==> src/hw/rtl/svm_pkg.sv <==
`default_nettype none
package svm_pkg;
  localparam int ThreadCountDef = 64;
  localparam int StackDepthDef  = 64;
  localparam int VarCount       = 256;

  localparam logic [15:0] PcNone    = 16'hFFFF;
  localparam logic [15:0] PcKill    = 16'hFFFE;
  localparam logic [7:0]  VarPartIx = 8'hE4;
  localparam logic [15:0] PartVal   = 16'h0014;
  localparam logic [7:0]  VarInitIx = 8'h54;
  localparam logic [15:0] InitVal   = 16'h0081;

  typedef enum logic [4:0] {
    ACT_MOVC = 5'd0, ACT_MOV = 5'd1, ACT_ADD = 5'd2, ACT_ADDC = 5'd3,
    ACT_SUB = 5'd4, ACT_AND = 5'd5, ACT_OR = 5'd6, ACT_SHL = 5'd7,
    ACT_SHR = 5'd8, ACT_CALL = 5'd9, ACT_RET = 5'd10, ACT_JMP = 5'd11,
    ACT_JNZ = 5'd12, ACT_CJMP = 5'd13, ACT_SETVEC = 5'd14, ACT_RESET = 5'd15,
    ACT_YIELD = 5'd16, ACT_KILL = 5'd17, ACT_START = 5'd18, ACT_END = 5'd19,
    ACT_COMMIT = 5'd20, ACT_PINIT = 5'd21
  } act_t;

  typedef enum logic [2:0] {
    ERR_OK = 3'd0, ERR_OVF = 3'd1, ERR_UNF = 3'd2, ERR_RANGE = 3'd3, ERR_COND = 3'd4
  } err_t;

  typedef enum logic [2:0] {
    CND_EQ = 3'd0, CND_NE = 3'd1, CND_GT = 3'd2, CND_GE = 3'd3, CND_LT = 3'd4,
    CND_LE = 3'd5
  } cnd_t;

  localparam logic [1:0] ModeKill = 2'd2;
  localparam logic [1:0] ModeNone = 2'd3;

  // request as it travels from front to back
  typedef struct packed {
    logic [4:0]  action;
    logic [7:0]  dest_index;
    logic [7:0]  source_index;
    logic [15:0] immediate;
    logic [2:0]  condition;
    logic        cmp_var;
    logic [15:0] target;
    logic [15:0] next_pc;
    logic [5:0]  thread_first;
    logic [5:0]  thread_last;
    logic [1:0]  reset_mode;
    logic        reads_var;  // needs the variable memory
    logic        walk;       // walks the thread table
  } req_t;

  typedef struct packed {
    logic [15:0] new_pc;
    logic        yield_thread;
    logic [2:0]  error_code;
    logic        thread_runnable;
    logic [15:0] written_value;
  } res_t;
endpackage
`default_nettype wire

==> src/hw/rtl/svm_front.sv <==
`default_nettype none
module svm_front import svm_pkg::*; (
  input  wire logic        clk,
  input  wire logic        rst_n,
  input  wire logic        push,
  output logic             full,
  input  wire logic [4:0]  action,
  input  wire logic [7:0]  dest_index,
  input  wire logic [7:0]  source_index,
  input  wire logic [15:0] immediate,
  input  wire logic [2:0]  condition,
  input  wire logic        cmp_var,
  input  wire logic [15:0] target,
  input  wire logic [15:0] next_pc,
  input  wire logic [5:0]  thread_first,
  input  wire logic [5:0]  thread_last,
  input  wire logic [1:0]  reset_mode,
  output logic             q_valid,
  output req_t             q_req,
  input  wire logic        q_pop
);
  // two-entry queue between classify and execute
  req_t       mem_r [2];
  logic [1:0] cnt_r, cnt_nxt;
  logic       rd_r, rd_nxt, wr_r, wr_nxt;
  req_t       cls;
  logic       do_push;

  always_comb begin
    cls = '0;
    cls.action       = action;
    cls.dest_index   = dest_index;
    cls.source_index = source_index;
    cls.immediate    = immediate;
    cls.condition    = condition;
    cls.cmp_var      = cmp_var;
    cls.target       = target;
    cls.next_pc      = next_pc;
    cls.thread_first = thread_first;
    cls.thread_last  = thread_last;
    cls.reset_mode   = reset_mode;
    cls.reads_var    = (action <= ACT_SHR) || (action == ACT_JNZ) || (action == ACT_CJMP);
    cls.walk         = (action == ACT_COMMIT) || (action == ACT_PINIT) ||
                       ((action == ACT_RESET) && (thread_first <= thread_last) &&
                        (reset_mode != ModeNone));
  end

  assign full    = (cnt_r == 2'd2);
  assign do_push = push && !full;
  assign q_valid = (cnt_r != 2'd0);
  assign q_req   = mem_r[rd_r];

  always_comb begin
    cnt_nxt = cnt_r + {1'b0, do_push} - {1'b0, q_pop};
    rd_nxt  = rd_r ^ q_pop;
    wr_nxt  = wr_r ^ do_push;
  end

  always_ff @(posedge clk) begin
    if (!rst_n) begin
      cnt_r <= '0;
      rd_r  <= 1'b0;
      wr_r  <= 1'b0;
    end else begin
      cnt_r <= cnt_nxt;
      rd_r  <= rd_nxt;
      wr_r  <= wr_nxt;
    end
    if (do_push) mem_r[wr_r] <= cls;
  end
endmodule
`default_nettype wire

==> config.mk <==
export PLATFORM = sky130hd
export DESIGN_NAME = svm_front
export DESIGN_NICKNAME = d
export VERILOG_FILES = /design/src/hw/rtl/svm_pkg.sv /design/src/hw/rtl/svm_front.sv
export SDC_FILE = /design/constraint.sdc
export NUM_CORES = 1
export LEC_CHECK = 0
export ABC_CLOCK_PERIOD_IN_PS = 3700
export BUFFER_PORTS_ARGS = -buffer_cell sky130_fd_sc_hd__buf_4
export CAP_MARGIN = 20
export CORE_ASPECT_RATIO = 1.2
export CORE_MARGIN = 2
export CORE_UTILIZATION = 54
export CTS_BUF_LIST = sky130_fd_sc_hd__clkbuf_8
export CTS_CLUSTER_DIAMETER = 60
export DETAILED_ROUTE_END_ITERATION = 10
export PLACE_DENSITY = 0.9
export SYNTH_ARGS = -nofsm -noshare
export SYNTH_HDL_FRONTEND = slang
export SYNTH_SLANG_ARGS = --single-unit
==> constraint.sdc <==
create_clock -name clk -period 3.7 [get_ports clk]
set_input_delay 0.74 -clock clk [delete_from_list [all_inputs] [get_ports clk]]
set_output_delay 0.74 -clock clk [all_outputs]
set_load 0.01 [all_outputs]
-- Yosys cells after proc, flatten, opt, wreduce, memory -nomap -nowiden
Memories as Yosys holds them, arrays and structs flattened. A register that Yosys moved wholly into a read port is not among the register bits.
Index checks and enable logic that the tools add are counted.
- $add $sub $neg: 2
- magnitude comparators: 2
- equal/unequal tests: 7
- multiplexer cells: 3
- bitwise operators: 2
- reduce and logical (&&, ||, !) cells: 9
- operators with widths (kind ; count):
    5-bit by 4-bit == test with 1-bit output (second input constant) ; 3
    5-bit == test (second input constant) ; 2
    6-bit less-or-equal comparator ; 1
    5-bit by 4-bit less-or-equal comparator with 1-bit output (second input constant) ; 1
    1-bit logical OR ; 4
    1-bit logical AND ; 3
    1-bit 2-to-1 mux ; 3
    2-bit by 1-bit adder with 2-bit output ; 1
    2-bit == test (second input constant) ; 1
    2-bit != test (second input constant) ; 1
    2-bit nonzero test ; 1
    2-bit by 1-bit subtractor with 2-bit output ; 1
    1-bit bitwise XOR ; 2
    1-bit logical NOT ; 1
- flip-flop bits (word level): 4
- memory bits (writable): 178
- bits of input ports: 91
- logic and storage cells: 29
- memories kept: 1
- memory list (name ; depth ; bits a word ; read ports ; clocked after Yosys merged registers in ; wr ports ; RTL line ; source):
    mem_r ; 2 ; 89 ; 1 ; 1 ; 1 ; svm_front.sv:23 ; req_t mem_r [2];

-- Longest topological paths before layout
- word-level depth: 5
- mapped depth: 8
- depth with buffers taken out: 8

-- Worst setup path before layout
No wires, ideal clock.
- path type: input port to flip-flop
- start: input port push
- end: memory mem_r[1][0] (netlist name), enable pin
- library setup time: 0.458 ns
- arrival: 2.980 ns
- data required time: 3.242 ns
- path slack: 0.262 ns
- stages: 3
- path buffers: 0
- cell sequence: nand2_1 -> inv_1 -> ha_1
- cells in the longest elaborated chain, start to end: 3
- ends and longest elaborated chain (what ; RTL line ; source):
    start: declaration ; svm_front.sv:5 ; input wire logic push,
    1-bit logical AND ; svm_front.sv:49 ; assign do_push = push && !full;
    1-bit 2-to-1 mux ; svm_front.sv:69 ; if (do_push) mem_r[wr_r] <= cls;
    1-bit 2-to-1 mux (not written as such) ; svm_front.sv:69 ;
    end: declaration ; svm_front.sv:23 ;
Every way passes these cells.

==> results.py <==
metrics = {
    "run_status": {
        "status": "finished, final reports clean",
    },
    "yosys": {
        "synthSimpleGateAreaFrac_pct": 1.22,
        "yosysTopAreaCell": "edfxtp_1",
        "yosys.area_share.adder_pct": 1.81,
        "synthMuxAreaShare_pct": 15.2,
        "synth_edf_count": 178,
        "avgSynthCellArea_um2": 20.9,
        "yosysWarnings": 0,
        "syn_area_mm2": 0.00689,
        "synthCells": 330,
        "synth_top_family_by_area": "multiplexers",
        "synth_compound_area_share_pct": 0.780,
        "synth_cell_types": 24,
        "async_flop_share_pct": 0,
        "syn-num-nets": 431,
        "synth_top_area_share_pct": 77.5,
        "ys_ff_latch": 183,
        "synthXorXnorAreaFrac_pct": 0.381,
        "synth.area.top_cells": "edfxtp_1 78%, mux2_2 13%, mux2_4 2.2%",
        "seq_area_frac_synth_pct": 79.0,
        "ys.flop_type": "edfxtp_1",
    },
    "cts": {
        "cts_hold_buf": 0,
        "cts.htree.levels": 4,
        "clk_pin_slew_ps": 100,
        "cts_buffer_depth": 2,
        "post_cts_resized": 0,
        "cts_tree": "built",
        "clock-root-buffer": "clkbuf_8",
        "cts_sinks": 183,
        "insertion_delay_ps": 440,
        "cts_buffers": 17,
        "cts_setup_buffers": 0,
    },
    "grt": {
        "grt_overflow": 0,
        "grt_usage_pct": 19.7,
        "first_global_vias": 3796,
        "grt_max_degree": 47,
        "grt_pass1_wl_mm": 19.6,
        "antenna_found_initial": 0,
    },
    "worst_hold_path": {
        "worstHoldStart": "condition[1]",
        "hp-class": "primary input to flop",
    },
    "detailed_routing": {
        "antenna_left": 0,
        "vias": 3621,
        "drc": 0,
        "wl_per_cell_um": 18.7,
        "viasPerCell": 5.17,
        "drt_wl_total_mm": 13.1,
        "first_pass_iters": 4,
        "drtIter0Drc": 202,
    },
    "sta": {
        "slew_viol_final": 0,
        "fin_setup_tns_ps": 0,
        "min_period_over_period_pct": 78.2,
        "setup_viol": 0,
        "fin_crit_ps": 2890,
        "hold_violations": 0,
        "worst_pin_slew_ps": 672,
        "timing.fmax_ghz": 0.346,
        "rsz0062_at_grt": "no",
        "slew_headroom_pct": 55.2,
        "skew_ps": 11.1,
    },
    "worst_setup_path": {
        "startpoint_type": "flop",
        "crit_arrival_ps": 2150,
        "worstSetupPathType": "flop to output pin",
        "critPathMaxFanout": 46,
        "r2r-start": "cnt_r[0]$_SDFF_PN0_",
        "setup.worst_path.end_class": "output pin",
        "critical_path_required_ps": 2960,
        "reg2reg_slack_ps": 1670,
    },
    "finish": {
        "drive_gt1_share_pct": 57.3,
        "area_delta_synth_final_pct": 28.8,
        "diodes": 0,
        "fin_util_pct": 70.7,
        "nets": 624,
    },
    "floorplan": {
        "rows": 45,
        "die_h_um": 128,
        "initial_core_util_pct": 54.9,
        "ios": 182,
        "die-area_mm2": 0.0137,
        "coreArea_mm2": 0.0126,
        "die_w_um": 107,
    },
    "pwr": {
        "p_per_area_mw_per_mm2": 578,
        "peakVddDrop_v": 0.000458,
        "power.leakage_uw": 0.00339,
    },
    "place": {
        "hpwlAfterDp_mm": 8.99,
        "place_congestion": 0.699,
        "port_buffers": 181,
    },
    "flow_run": {
        "max-cap-violations": 0,
    },
}
## cells in the final DEF, fill, tap and decap left out, types with 2 or more instances in the layout
master,instances
a21o_1,2
a21oi_1,3
and2_1,4
buf_12,3
buf_4,181
bufinv_16,2
clkbuf_8,18
clkinv_4,5
dfxtp_1,4
edfxtp_1,178
ha_1,8
ha_4,2
inv_1,13
inv_6,4
mux2_2,79
mux2_4,10
nand2_1,4
nor2b_1,2
xnor2_1,2
## worst max-delay path: stages, from the launching register on
cell and delay (ps):
dfxtp_4 760, buf_12 340, mux2_2 400, buf_4 150
## routing by layer
metal	track usage, %	part of all wire [%]	up-vias
met4	8.71	2.7	0
met3	5.64	5.8	27
met2	34.2	55	133
met1	22.6	37	1788
met5	0	0	-
li1	-	-	1673
## synthesized netlist by cell type (2+ instances only)
cell / number
nor2b_1: 2
a21oi_1: 3
ha_1: 10
edfxtp_1: 178
dfxtp_1: 5
a21o_1: 2
inv_1: 11
mux2_2: 79
and2_1: 4
mux2_4: 10
buf_2: 7
xnor2_1: 2
buf_6: 3
nand2_1: 4
## final cells by class
| cell class | count | area [um2] |
|---|---|---|
| Clock buffer | 18 | 248 |
| Sequential cell | 183 | 5450 |
| Inverter | 11 | 41.3 |
| Tap cell | 164 | 205 |
| Timing Repair Buffer | 184 | 1420 |
| Fill cell | 794 | 3680 |
| Multi-Input combinational cell | 126 | 1360 |
| Clock inverter | 14 | 151 |
## worst paths after layout
| kind | to | depth (start not counted) |
|---|---|---|
| setup reg to reg | mem_r[0][65]$_DFFE_PP_ | 5 |
| hold / removal | mem_r[1][50]$_DFFE_PP_ | 1 |
| hold reg to reg | flop | 2 |
| setup / recovery | q_req[71] | 3 |
## state kept, by name (all words and copies together), names as in the netlist, named ones only
| signal | flops |
|---|---|
| cnt_r | 2 |
| wr_r | 1 |
| rd_r | 1 |
| mem_r | 178 |
## power by group
group          total (uW)  switching (uW)  leakage [uW]  internal [uW]
Sequential           2750            96.7       0.00170           2650
Combinational        1070             520       0.00148            550
Clock                1320             689      0.000211            626
Total                5130            1310       0.00339           3830
## logic make-up (layout without fill, tap and decap cells)
family | count (synthesis) | count (layout)
buffers and inverters | 21 | 227
AND/OR/NAND/NOR | 15 | 15
multiplexers | 90 | 90
flip-flops | 183 | 183
AO/OA/AOI/OAI | 8 | 8
XOR/XNOR | 3 | 3
adder cells (fa/ha/maj) | 10 | 10
## stage by stage
stage	cell area [um2]	hold WS, ps	setup WS [ps]	total power, uW	std cells
after detailed placement	8480	580	1310	3880	668
final	8880	475	808	5130	700
after CTS	8880	441	793	5190	700
after global placement	8480	557	1340	3820	668
after global routing	8880	424	688	5360	700
after floorplan	6890	534	262	3330	330
Note: power is estimated with default switching activity, not from simulation.
